$ cat src/rtl/mrcp_pkg.sv
package mrcp_pkg;

  // Result kinds
  localparam logic [1:0] KIND_BYTE    = 2'd0;
  localparam logic [1:0] KIND_DONE    = 2'd1;
  localparam logic [1:0] KIND_ERR     = 2'd2;
  localparam logic [1:0] KIND_TIMEOUT = 2'd3;

  // Line phases
  localparam logic [1:0] PH_HEAD = 2'd0;
  localparam logic [1:0] PH_MORE = 2'd1;
  localparam logic [1:0] PH_END  = 2'd2;
  localparam logic [1:0] PH_DROP = 2'd3;

  // Line position while streaming
  localparam logic [2:0] POS_STRIP = 3'd4;
  localparam logic [2:0] POS_PLAIN = 3'd5;

  localparam logic [7:0] CH_SPACE = 8'h20;
  localparam logic [7:0] CH_DASH  = 8'h2D;
  localparam logic [7:0] CH_ZERO  = 8'h30;
  localparam logic [7:0] CH_NINE  = 8'h39;

  localparam logic [31:0] TIMEOUT_RESET = 32'd10000;
  localparam int          MAX_RES       = 5;

  typedef struct packed {
    logic       func;
    logic [7:0] in_byte;
    logic       last_of_line;
  } in_req_t;

  typedef struct packed {
    logic [1:0] kind;
    logic [7:0] out_byte;
    logic [9:0] code;
    logic       last;
  } out_res_t;

  typedef struct packed {
    logic [1:0] kind;
    logic [7:0] byte_val;
    logic [9:0] code;
  } res_ent_t;

  // All results caused by one accepted request, in order.
  typedef struct packed {
    logic [2:0]                 cnt;
    res_ent_t [MAX_RES-1:0]     ent;
  } cmd_t;

  function automatic res_ent_t mk_res(logic [1:0] kind, logic [7:0] b, logic [9:0] code);
    res_ent_t r;
    r.kind     = kind;
    r.byte_val = b;
    r.code     = code;
    return r;
  endfunction

  function automatic logic is_digit(logic [7:0] c);
    return (c >= CH_ZERO) && (c <= CH_NINE);
  endfunction

endpackage

$ cat src/rtl/multiline_reply_code_parser_core.sv
// An accepted request's results are queued as one command and offered from the queue head.
// Throughput: one request per cycle while the queue is not full; a request with k results
// holds the output until all k are taken, and the command queue (QUEUE_DEPTH entries)
// absorbs these bursts before input stalls. Requests that cause no result skip the queue.
// Reset (synchronous, rst_n low): queue empty, parser at start of a reply, timeout 10000.
module multiline_reply_code_parser_core
  import mrcp_pkg::*;
#(
  parameter int QUEUE_DEPTH = 4
) (
  input  logic        clk,
  input  logic        rst_n,
  input  logic        in_valid,
  output logic        in_stall,
  input  in_req_t     in_req,
  output logic        out_valid,
  input  logic        out_stall,
  output out_res_t    out_res,
  input  logic        cfg_we,
  input  logic [31:0] cfg_wdata
);

  logic q_full, q_empty, q_push, q_pop;
  cmd_t q_cmd, q_head;

  mrcp_front u_front (
    .clk       (clk),
    .rst_n     (rst_n),
    .in_valid  (in_valid),
    .in_req    (in_req),
    .in_stall  (in_stall),
    .cfg_we    (cfg_we),
    .cfg_wdata (cfg_wdata),
    .q_full    (q_full),
    .q_push    (q_push),
    .q_cmd     (q_cmd)
  );

  mrcp_queue #(
    .DEPTH (QUEUE_DEPTH)
  ) u_queue (
    .clk      (clk),
    .rst_n    (rst_n),
    .push     (q_push),
    .push_cmd (q_cmd),
    .pop      (q_pop),
    .head_cmd (q_head),
    .full     (q_full),
    .empty    (q_empty)
  );

  mrcp_back u_back (
    .clk       (clk),
    .rst_n     (rst_n),
    .q_empty   (q_empty),
    .q_head    (q_head),
    .q_pop     (q_pop),
    .out_valid (out_valid),
    .out_stall (out_stall),
    .out_res   (out_res)
  );

`ifndef SYNTH
  a_reset_no_out: assert property (@(posedge clk) !rst_n |=> !out_valid)
    else $error("result offered right after reset");
  a_status_code_zero: assert property (@(posedge clk) disable iff (!rst_n)
    out_valid && (out_res.kind == KIND_TIMEOUT || out_res.kind == KIND_ERR)
    |-> out_res.code == 10'd0 && out_res.out_byte == 8'd0)
    else $error("error or timeout result carries a code or byte");
  a_done_is_last: assert property (@(posedge clk) disable iff (!rst_n)
    out_valid && out_res.kind == KIND_DONE |-> out_res.last)
    else $error("reply complete is not the final result of its request");
  a_no_push_when_full: assert property (@(posedge clk) disable iff (!rst_n)
    q_full && !q_pop |-> !q_push)
    else $error("command pushed into a full queue");
`endif

endmodule

$ cat src/rtl/mrcp_front.sv
module mrcp_front
  import mrcp_pkg::*;
(
  input  logic        clk,
  input  logic        rst_n,
  input  logic        in_valid,
  input  in_req_t     in_req,
  output logic        in_stall,
  input  logic        cfg_we,
  input  logic [31:0] cfg_wdata,
  input  logic        q_full,
  output logic        q_push,
  output cmd_t        q_cmd
);

  logic [31:0]     timeout_r;
  logic [9:0]      saved_r, saved_nxt;
  logic            set_r, set_nxt;
  logic [3:0][7:0] head_r, head_nxt;
  logic [2:0]      pos_r, pos_nxt;
  logic [1:0]      phase_r, phase_nxt;
  logic [31:0]     elapsed_r, elapsed_nxt;
  logic            acc;
  cmd_t            cmd;

  assign in_stall = q_full;
  assign acc      = in_valid && !q_full;

  always_comb begin
    logic [2:0]  n;
    logic [7:0]  b;
    logic        eol;
    logic [1:0]  idx;
    logic [2:0]  cnt;
    logic        digits;
    logic [9:0]  value;
    logic [7:0]  d3;
    logic        strip;
    logic        bad;
    logic        same;
    n           = 3'd0;
    cmd.ent     = '0;
    saved_nxt   = saved_r;
    set_nxt     = set_r;
    head_nxt    = head_r;
    pos_nxt     = pos_r;
    phase_nxt   = phase_r;
    elapsed_nxt = elapsed_r;
    b           = in_req.in_byte;
    eol         = in_req.last_of_line;
    idx         = pos_r[1:0];
    cnt         = {1'b0, idx} + 3'd1;
    digits      = 1'b0;
    value       = 10'd0;
    d3          = 8'd0;
    strip       = 1'b0;
    bad         = 1'b0;
    same        = 1'b0;
    if (in_req.func) begin
      if (elapsed_r != 32'hFFFF_FFFF) begin
        elapsed_nxt = elapsed_r + 32'd1;
      end
      if (elapsed_nxt >= timeout_r) begin
        cmd.ent[n] = mk_res(KIND_TIMEOUT, 8'd0, 10'd0);
        n = n + 3'd1;
        set_nxt     = 1'b0;
        elapsed_nxt = 32'd0;
        if (phase_r == PH_HEAD && pos_r == 3'd0) begin
          phase_nxt = PH_HEAD;
          pos_nxt   = 3'd0;
        end else begin
          phase_nxt = PH_DROP;
        end
      end
    end else if (phase_r == PH_HEAD) begin
      head_nxt[idx] = b;
      pos_nxt       = cnt;
      if (cnt == 3'd4 || eol) begin
        digits = (cnt >= 3'd3) && is_digit(head_nxt[0]) && is_digit(head_nxt[1])
                 && is_digit(head_nxt[2]);
        value  = 10'(head_nxt[0][3:0]) * 10'd100 + 10'(head_nxt[1][3:0]) * 10'd10
                 + 10'(head_nxt[2][3:0]);
        if (!set_r) begin
          d3 = (cnt == 3'd3) ? CH_SPACE : head_nxt[3];
          if (!digits || (d3 != CH_SPACE && d3 != CH_DASH)) begin
            bad = 1'b1;
            cmd.ent[n] = mk_res(KIND_ERR, 8'd0, 10'd0);
            n = n + 3'd1;
            set_nxt     = 1'b0;
            elapsed_nxt = 32'd0;
            if (eol) begin
              phase_nxt = PH_HEAD;
              pos_nxt   = 3'd0;
            end else begin
              phase_nxt = PH_DROP;
            end
          end else begin
            saved_nxt = value;
            set_nxt   = (d3 == CH_DASH);
            phase_nxt = (d3 == CH_SPACE) ? PH_END : PH_MORE;
            pos_nxt   = POS_PLAIN;
          end
        end else begin
          same = (cnt == 3'd4) && digits && (value == saved_r);
          if (same && (head_nxt[3] == CH_SPACE || head_nxt[3] == CH_DASH)) begin
            phase_nxt = (head_nxt[3] == CH_SPACE) ? PH_END : PH_MORE;
            pos_nxt   = POS_PLAIN;
          end else begin
            // A line not opened by the saved code and a space or dash is joined with one space.
            cmd.ent[n] = mk_res(KIND_BYTE, CH_SPACE, saved_r);
            n = n + 3'd1;
            strip = 1'b1;
            for (int i = 0; i < 4; i++) begin
              if (3'(i) < cnt && !(strip && head_nxt[i] == CH_SPACE)) begin
                strip = 1'b0;
                cmd.ent[n] = mk_res(KIND_BYTE, head_nxt[i], saved_r);
                n = n + 3'd1;
              end
            end
            phase_nxt = PH_MORE;
            pos_nxt   = strip ? POS_STRIP : POS_PLAIN;
          end
        end
        if (eol && !bad) begin
          if (phase_nxt == PH_END) begin
            cmd.ent[n] = mk_res(KIND_DONE, 8'd0, saved_nxt);
            n = n + 3'd1;
            set_nxt     = 1'b0;
            elapsed_nxt = 32'd0;
          end
          phase_nxt = PH_HEAD;
          pos_nxt   = 3'd0;
        end
      end
    end else if (phase_r == PH_DROP) begin
      if (eol) begin
        phase_nxt = PH_HEAD;
        pos_nxt   = 3'd0;
      end
    end else begin
      strip = (pos_r == POS_STRIP);
      if (!(strip && b == CH_SPACE)) begin
        strip = 1'b0;
        cmd.ent[n] = mk_res(KIND_BYTE, b, saved_r);
        n = n + 3'd1;
      end
      pos_nxt = strip ? POS_STRIP : POS_PLAIN;
      if (eol) begin
        if (phase_r == PH_END) begin
          cmd.ent[n] = mk_res(KIND_DONE, 8'd0, saved_r);
          n = n + 3'd1;
          set_nxt     = 1'b0;
          elapsed_nxt = 32'd0;
        end
        phase_nxt = PH_HEAD;
        pos_nxt   = 3'd0;
      end
    end
    cmd.cnt = n;
  end

  assign q_push = acc && (cmd.cnt != 3'd0);
  assign q_cmd  = cmd;

  always_ff @(posedge clk) begin
    if (!rst_n) begin
      timeout_r <= TIMEOUT_RESET;
      saved_r   <= 10'd0;
      set_r     <= 1'b0;
      pos_r     <= 3'd0;
      phase_r   <= PH_HEAD;
      elapsed_r <= 32'd0;
    end else begin
      if (cfg_we) begin
        timeout_r <= cfg_wdata;
      end
      if (acc) begin
        saved_r   <= saved_nxt;
        set_r     <= set_nxt;
        pos_r     <= pos_nxt;
        phase_r   <= phase_nxt;
        elapsed_r <= elapsed_nxt;
      end
    end
  end

  always_ff @(posedge clk) begin
    if (acc) begin
      head_r <= head_nxt;
    end
  end

endmodule

$ cat src/rtl/mrcp_queue.sv
module mrcp_queue
  import mrcp_pkg::*;
#(
  parameter int DEPTH = 4
) (
  input  logic clk,
  input  logic rst_n,
  input  logic push,
  input  cmd_t push_cmd,
  input  logic pop,
  output cmd_t head_cmd,
  output logic full,
  output logic empty
);

  localparam int AW = (DEPTH > 1) ? $clog2(DEPTH) : 1;
  localparam int CW = $clog2(DEPTH + 1);

  cmd_t            mem_r [DEPTH];
  logic [AW-1:0]   wr_r, rd_r;
  logic [CW-1:0]   count_r;

  assign full     = (count_r == CW'(DEPTH));
  assign empty    = (count_r == '0);
  assign head_cmd = mem_r[rd_r];

  always_ff @(posedge clk) begin
    if (!rst_n) begin
      wr_r    <= '0;
      rd_r    <= '0;
      count_r <= '0;
    end else begin
      if (push) begin
        wr_r <= (wr_r == AW'(DEPTH - 1)) ? '0 : wr_r + AW'(1);
      end
      if (pop) begin
        rd_r <= (rd_r == AW'(DEPTH - 1)) ? '0 : rd_r + AW'(1);
      end
      if (push && !pop) begin
        count_r <= count_r + CW'(1);
      end else if (pop && !push) begin
        count_r <= count_r - CW'(1);
      end
    end
  end

  always_ff @(posedge clk) begin
    if (push) begin
      mem_r[wr_r] <= push_cmd;
    end
  end

endmodule

$ cat src/rtl/mrcp_back.sv
module mrcp_back
  import mrcp_pkg::*;
(
  input  logic     clk,
  input  logic     rst_n,
  input  logic     q_empty,
  input  cmd_t     q_head,
  output logic     q_pop,
  output logic     out_valid,
  input  logic     out_stall,
  output out_res_t out_res
);

  logic [2:0] idx_r;
  logic       is_last;
  res_ent_t   ent;

  assign ent       = q_head.ent[idx_r];
  assign is_last   = (idx_r == q_head.cnt - 3'd1);
  assign out_valid = !q_empty;
  assign q_pop     = out_valid && !out_stall && is_last;

  always_comb begin
    out_res.kind     = ent.kind;
    out_res.out_byte = ent.byte_val;
    out_res.code     = ent.code;
    out_res.last     = is_last;
  end

  always_ff @(posedge clk) begin
    if (!rst_n) begin
      idx_r <= 3'd0;
    end else if (out_valid && !out_stall) begin
      idx_r <= is_last ? 3'd0 : idx_r + 3'd1;
    end
  end

endmodule

$ cat config.mk
export PLATFORM = sky130hd
export DESIGN_NAME = multiline_reply_code_parser_core
export DESIGN_NICKNAME = d
export VERILOG_FILES = /design/src/rtl/mrcp_pkg.sv /design/src/rtl/multiline_reply_code_parser_core.sv /design/src/rtl/mrcp_front.sv /design/src/rtl/mrcp_queue.sv /design/src/rtl/mrcp_back.sv
export SDC_FILE = /design/constraint.sdc
export NUM_CORES = 1
export LEC_CHECK = 0
export BUFFER_PORTS_ARGS = -buffer_cell sky130_fd_sc_hd__buf_4
export CAP_MARGIN = 10
export CORE_ASPECT_RATIO = 0.8
export CORE_UTILIZATION = 57
export CTS_CLUSTER_DIAMETER = 80
export DETAILED_ROUTE_END_ITERATION = 8
export GPL_TIMING_DRIVEN = 0
export PLACE_DENSITY = 0.77
export SLEW_MARGIN = 20
export SYNTH_ARGS = -nofsm -noshare
export SYNTH_HDL_FRONTEND = slang
export SYNTH_SLANG_ARGS = --single-unit
export TNS_END_PERCENT = 50
$ cat constraint.sdc
create_clock -name clk -period 11.5 [get_ports clk]
set_input_delay 3.45 -clock clk [delete_from_list [all_inputs] [get_ports clk]]
set_output_delay 3.45 -clock clk [all_outputs]
set_load 0.005 [all_outputs]
==> reports/results.tsv, run 1 <==
stage	metric	value	unit
run_status	outcome	finished clean	
global_route	grt_overflow	0	
pwr	p_switching	1.095	mW
clock_tree	cts_setup_buffers	0	
drt	drt_wl_total	67.73	mm
logic_synthesis	syn_avg_cell_area	13.36	um2
setup_path	reg2reg_depth	31	
setup_path	slowest_stage	mux2i_1	
logic_synthesis	synth-async-reset-ratio	0	%
layout	drive_gt1_share	14.34	%
logic_synthesis	ys_types	81	
layout	nets	2160	
sta	setup_ws	940.2	ps
setup_path	path_class	in2reg	
clock_tree	post_cts_resized	0	
setup_path	cpMostUsedCell	ha_1	
place	port_buffers	60	
logic_synthesis	yosys.area.top_type	edfxtp_1	
global_route	track_usage	30.55	%
clock_tree	clk_pin_slew_worst_paths	60	ps
pwr	pwr-share-clk	37.5	%
drt	drt_first_iter_violations	2076	
pwr	seq_power_share	48.7	%
floorplan	io_pins	70	
pwr	p_leak	10.16	nW
setup_path	critPathMaxStageDelay	930	ps
place	preCtsSetupSlack	407.5	ps
pwr	power_frac_comb	13.8	%
floorplan	fp.dieH	190.5	um
sta	max_slew_margin	23.66	%
clock_tree	insertion_delay	610	ps
drt	via_per_inst	6.342	
sta	hold_viol_final	0	
global_route	grt_max_degree	48	
logic_synthesis	ys_warn_count	0	
setup_path	worstPathArrival	11100	ps
layout	synthToLayoutAreaGrowth	12.48	%
sta	tightest_slew	1141	ps
place	gp_routability_congestion	1.021	
sta	fin_worst_skew	33.76	ps
clock_tree	root_buffer	clkbuf_16	
clock_tree	ctsHoldBuffers	0	
sta	fmax	94.70	MHz
place	dpl.cell_count	2572	
pwr	internal-power	3.194	mW
clock_tree	clk_path_buf_depth	3	
floorplan	rows	68	
global_route	grt_pass1_wl	101.7	mm
setup_path	r2r_slack	2670	ps
drt	dr.pass1.iters	6	
global_route	grt_pass1_vias	16763	
setup_path	rr_startpoint	u_front.pos_r[0]	
drt	routed-via-count	16940	
job	max-cap-violations	0	
pwr	p_per_area	150.7	nW/um2
logic_synthesis	ys_seq_elements	520	
pwr	switching_share	25.52	%
logic_synthesis	syn_area	25310	um2
logic_synthesis	synth_seq_area_share	58.06	%
logic_synthesis	synth_flop_cell	edfxtp_1	
setup_path	path_max_fanout	10	
setup_path	crit_end	u_queue.count_r[2]	
drt	drc	0	
setup_path	crit_path_start_kind	input port	
drt	wl_per_cell	25.36	um
setup_path	cp-startpoint	in_req[3]	
floorplan	die_w	237.6	um
sta	setup_viol	0	
floorplan	core_area	43480	um2
clock_tree	clock_sinks	520	
sta	rsz0062_at_grt	no	
setup_path	r2r_end	u_queue.count_r[2]	
setup_path	required	12040	ps
sta	period_needed	10560	ps
drt	antenna_left	0	
logic_synthesis	yosys-top-cells-area	edfxtp_1, mux4_2, dfxtp_1	
logic_synthesis	syn_inst	1894	
floorplan	start_util	58.21	%
layout	num-fill-cells	3045	
logic_synthesis	synth_edf_count	428	
clock_tree	cts-htree-levels	2	
clock_tree	tritoncts	built	
global_route	antenna_found_initial	5	
floorplan	die_area	45250	um2
place	hpwlAfterDp	47.24	mm
pwr	ir_worst_vdd	0.1454	mV
layout	final_cells	2671	
setup_path	endpoint_kind	flip-flop	
logic_synthesis	synth.top_cell.area_share	50.78	%
worst_hold_path	hold_path.class	reg2reg	
sta	finalCritPeriodShare	91.82	%
clock_tree	cts_buffers	51	
sta	drv_slew	0	
==> placed cells by master (no fill, tap or decap), types with 12 or more instances in the layout <==
master / count
o21a_1: 12
a22oi_1: 36
buf_4: 62
xor2_1: 20
inv_1: 90
mux2i_1: 89
o21ai_0: 55
a21oi_1: 83
dfxtp_1: 92
mux4_2: 108
a21o_1: 12
nand3_1: 41
nor2_1: 128
nand4_1: 23
and3_1: 12
o211ai_1: 22
nor3_1: 20
clkinv_1: 17
conb_1: 12
clkbuf_1: 85
xnor2_1: 41
a22o_1: 15
buf_1: 14
clkbuf_16: 52
edfxtp_1: 428
nand2_1: 94
ha_1: 77
nor2b_1: 73
and2_1: 46
==> power groups by stage <==
| stage | clock (mW) | sequential (mW) | combinational [mW] |
|---|---|---|---|
| CTS | 1.63 | 2.09 | 0.581 |
| floorplan | 0 | 2.12 | 0.380 |
| detailed placement | 0 | 2.13 | 0.575 |
| global placement | 0 | 2.13 | 0.558 |
| finish | 1.61 | 2.09 | 0.591 |
| global route | 1.69 | 2.09 | 0.636 |
==> per-layer routing <==
metal  vias to the layer above  global-route usage [%]  wire (um)
met5                         -                   1.082         72
met4                         4                   9.007       1820
met1                      8433                   43.80      28840
met2                       901                   45.87      29700
met3                       145                   8.121       7300
li1                       7457                       -          -
==> worst min-delay path by stage <==
stage | start | endpoint | slack [ps] | cells past startpoint
6_report | u_front.timeout_r[10] | u_front.timeout_r[10] | 490 | 2
3_5_place_dp | u_front.timeout_r[13] | u_front.timeout_r[13] | 480 | 2
5_1_grt | u_front.timeout_r[8] | u_front.timeout_r[8] | 510 | 2
4_1_cts | u_front.timeout_r[10] | u_front.timeout_r[10] | 490 | 2
2_1_floorplan | u_front.timeout_r[10] | u_front.timeout_r[10] | 460 | 2
3_3_place_gp | u_front.timeout_r[8] | u_front.timeout_r[8] | 480 | 2
==> final cells by class <==
class	count	area [um2]	area share, %
Tap cell	595	744.5	2.615
Buffer	108	447.9	1.574
Antenna cell	5	12.51	0.04395
Sequential cell	520	14690	51.62
Clock buffer	63	1364	4.791
Multi-Input combinational cell	1185	9903	34.79
Clock inverter	31	234.0	0.8219
Inverter	92	345.3	1.213
Timing Repair Buffer	72	720.7	2.532
==> logic make-up after synthesis <==
group / Yosys count / synth area share [%]
adders and majority gates: 84 / 4.321
muxes: 206 / 13.53
xor gates and xnor gates: 63 / 2.289
AOI/OAI and AO/OA: 309 / 8.123
buffers and inverters: 200 / 3.124
other: 1 / 0.01482
DFF: 520 / 58.06
and+or+nand+nor: 511 / 10.54
==> stage by stage <==
stage | area [um2] | TNS [ps] | util (%) | power (mW) | hold slack, ps
3_3_place_gp | 26540 | -1004050 | 61.05 | 2.689 | 479.0
2_1_floorplan | 25350 | 0 | - | 2.505 | 459.3
5_1_grt | 28450 | 0 | 65.45 | 4.416 | 514.4
4_1_cts | 28450 | 0 | 65.43 | 4.297 | 492.3
6_report | 28470 | 0 | 65.47 | 4.289 | 487.9
3_5_place_dp | 26850 | 0 | 61.75 | 2.703 | 477.3
==> flip-flops by register name (all words and copies together), names as in the netlist, 3 cells and up, named ones only <==
register and count:
u_front.timeout_r 32, u_front.saved_r 10, u_front.elapsed_r 32, u_front.head_r 32, u_queue.count_r 3, u_back.idx_r 3, u_queue.mem_r 396, u_front.pos_r 3
==> critical path, delay by kind of cell <==
family                     cells  cell delay, ps
buffers and inverters          5             840
xor gates and xnor gates       2             360
muxes                          1             930
adders and majority gates      7            2200
AOI/OAI and AO/OA              7            1200
and+or+nand+nor                7            2100
==> cells in the mapped netlist, types with 20 or more instances <==
master    count
nor2b_1      73
dfxtp_1      92
edfxtp_1    428
mux4_2      108
o21ai_0      55
a22oi_1      36
nand4_1      23
o211ai_1     22
mux2i_1      89
and2_1       51
nand2_1      94
xnor2_1      41
clkbuf_1     78
a21oi_1      84
xor2_1       20
ha_1         77
inv_1        90
nor3_1       22
nor2_1      128
nand3_1      41
Note: power is estimated with default switching activity, not from simulation.
==> run 2, diff against run 1 <==
CORE_UTILIZATION = 60   (was 57)
GPL_ROUTABILITY_DRIVEN = 0   (was not set)
clock period = 13.62 ns   (was 11.5 ns; I/O delays follow)
==> reports/results.tsv, run 2 (synthesized netlist as in run 1, its figures left out) <==
stage	metric	value	unit	change
clock_tree	root_buffer	clkbuf_16		
layout	num-fill-cells	2772		-9.0%
global_route	grtUsageMet3	6.005	%	-2.1 points
layout	regMostFlops	u_queue.mem_r		
drt	via_per_inst	6.568		+3.6%
setup_path	slowest_stage	mux2i_1		
floorplan	fp.dieH	185.7	um	-2.5%
place	hpwlAfterDp	45.13	mm	-4.5%
floorplan	io_pins	70		unchanged
floorplan	die_w	231.6	um	-2.5%
pwr	p_per_area	125.8	nW/um2	-17%
place	dpl-instance-area	26740	um2	-0.40%
sta	hold_viol_final	0		unchanged
clock_tree	clock_sinks	520		unchanged
sta	finalCritPeriodShare	82.88	%	
drt	drt_wl_total	65.46	mm	-3.3%
clock_tree	tritoncts	built		
setup_path	worstPathArrival	11820	ps	+720 ps
global_route	track_usage	30.85	%	+0.30 points
global_route	grt_use_met2	46.93	%	+1.1 points
drt	drt_first_iter_violations	2536		+22%
drt	routed-via-count	17155		+1.3%
clock_tree	post_cts_resized	0		unchanged
global_route	antenna_found_initial	0		-5
sta	tns	0	ps	unchanged
layout	final_cell_mix	edfxtp_1, nor2_1, mux4_2		
setup_path	required	14150	ps	+2110 ps
setup_path	path_max_fanout	10		unchanged
global_route	grt_overflow	0		unchanged
clock_tree	insertion_delay	610	ps	about the same
layout	final_common_cell	edfxtp_1		
clock_tree	clk_pin_slew_worst_paths	60	ps	about the same
setup_path	endpoint_kind	flip-flop		
layout	synthToLayoutAreaGrowth	11.66	%	
setup_path	path_class	in2reg		
clock_tree	ctsHoldBuffers	0		unchanged
floorplan	die_area	43010	um2	-5.0%
drt	drc	0		unchanged
global_route	grtUsageMet1	45.12	%	+1.3 points
clock_tree	cts-htree-levels	2		unchanged
sta	period_needed	11290	ps	
global_route	grt_pass1_wl	98.72	mm	-2.9%
setup_path	critPathMaxStageDelay	910	ps	-20 ps
job	max-cap-violations	0		unchanged
sta	rsz0062_at_grt	no		
sta	fin_worst_skew	30.80	ps	-2.962 ps
pwr	power	3.554	mW	-17%
drt	wl_per_cell	25.06	um	-1.2%
layout	fin_area	28260	um2	-0.73%
sta	tightest_slew	1101	ps	-39.51 ps
layout	largest_register_ffs	396		unchanged
sta	fmax	88.59	MHz	
sta	setup_viol	0		unchanged
layout	drive_gt1_share	14.03	%	-0.31 points
layout	nets	2158		-0.093%
clock_tree	cts_setup_buffers	0		unchanged
setup_path	cpMostUsedCell	ha_1		
global_route	grt_pass1_vias	16595		-1.0%
drt	dr.pass1.iters	6		unchanged
run_status	outcome	finished clean		
pwr	p_leak	10.09	nW	-0.75%
sta	drv_slew	0		unchanged
worst_hold_path	hold_path.class	reg2reg		
floorplan	start_util	61.54	%	+3.3 points
global_route	grt_max_degree	48		unchanged
global_route	top_usage_layer	met2		
pwr	ir_worst_vdd	0.1061	mV	-27%
place	port_buffers	60		unchanged
drt	antenna_left	0		unchanged
clock_tree	cts_buffers	50		-2.0%
clock_tree	clk_path_buf_depth	3		unchanged
setup_path	crit_path_start_kind	input port		
floorplan	core_area	41120	um2	-5.4%
floorplan	rows	66		-2.9%
sta	max_slew_margin	26.58	%	+2.9 points
-- run 2: metal layers --
layer | share of wire (%) | up-vias
met5 | 0 | -
met1 | 41 | 8484
li1 | - | 7448
met2 | 45 | 1093
met4 | 2.9 | 0
met3 | 11 | 130
-- run 2: worst max-delay path, delay by kind of cell --
kind	cells	cell delay [ps]
AO/OA/AOI/OAI	7	1220
XOR/XNOR	3	550
adder cells (fa/ha/maj)	7	2190
buffers and inverters	5	860
multiplexers	1	910
AND/OR/NAND/NOR	6	1990
-- run 2: final cells by class --
type	instances	area, um2	share of cell area, %
diodes	1	2.502	0.008855
plain buffers	108	447.9	1.585
clock buffers	66	1344	4.755
clock inverters	25	158.9	0.5623
inverters	92	345.3	1.222
multi-input cells	1185	9901	35.04
flip-flops and latches	520	14690	52.00
well taps	544	680.7	2.409
repair buffers	71	684.4	2.422
-- run 2: worst paths after layout --
kind | startpoint | end | slack [ps] | depth (start not counted)
max | in_req[2] | u_queue.count_r[2] | 2330 | 29
min | u_front.timeout_r[8] | u_front.timeout_r[8] | 490 | 2
max reg2reg | u_front.pos_r[0] | u_queue.count_r[2] | 4620 | 31
min reg2reg | u_front.timeout_r[8] | u_front.timeout_r[8] | 490 | 2
-- run 2: metrics by stage --
stage	setup WS [ps]	hold slack [ps]	instances	utilization, %
after global placement	-1102	480.6	2509	64.39
after CTS	2476	494.1	2610	68.68
after detailed placement	1836	485.7	2519	65.03
after global routing	2064	515.4	2611	68.71
after floorplan	1681	459.3	1905	-
final	2332	493.3	2612	68.71
-- run 2: power by group --
| group | internal [mW] | switching (mW) |
|---|---|---|
| clock | 0.698 | 0.605 |
| sequential | 1.75 | 0.0157 |
| combinational | 0.197 | 0.291 |
| total | 2.64 | 0.911 |
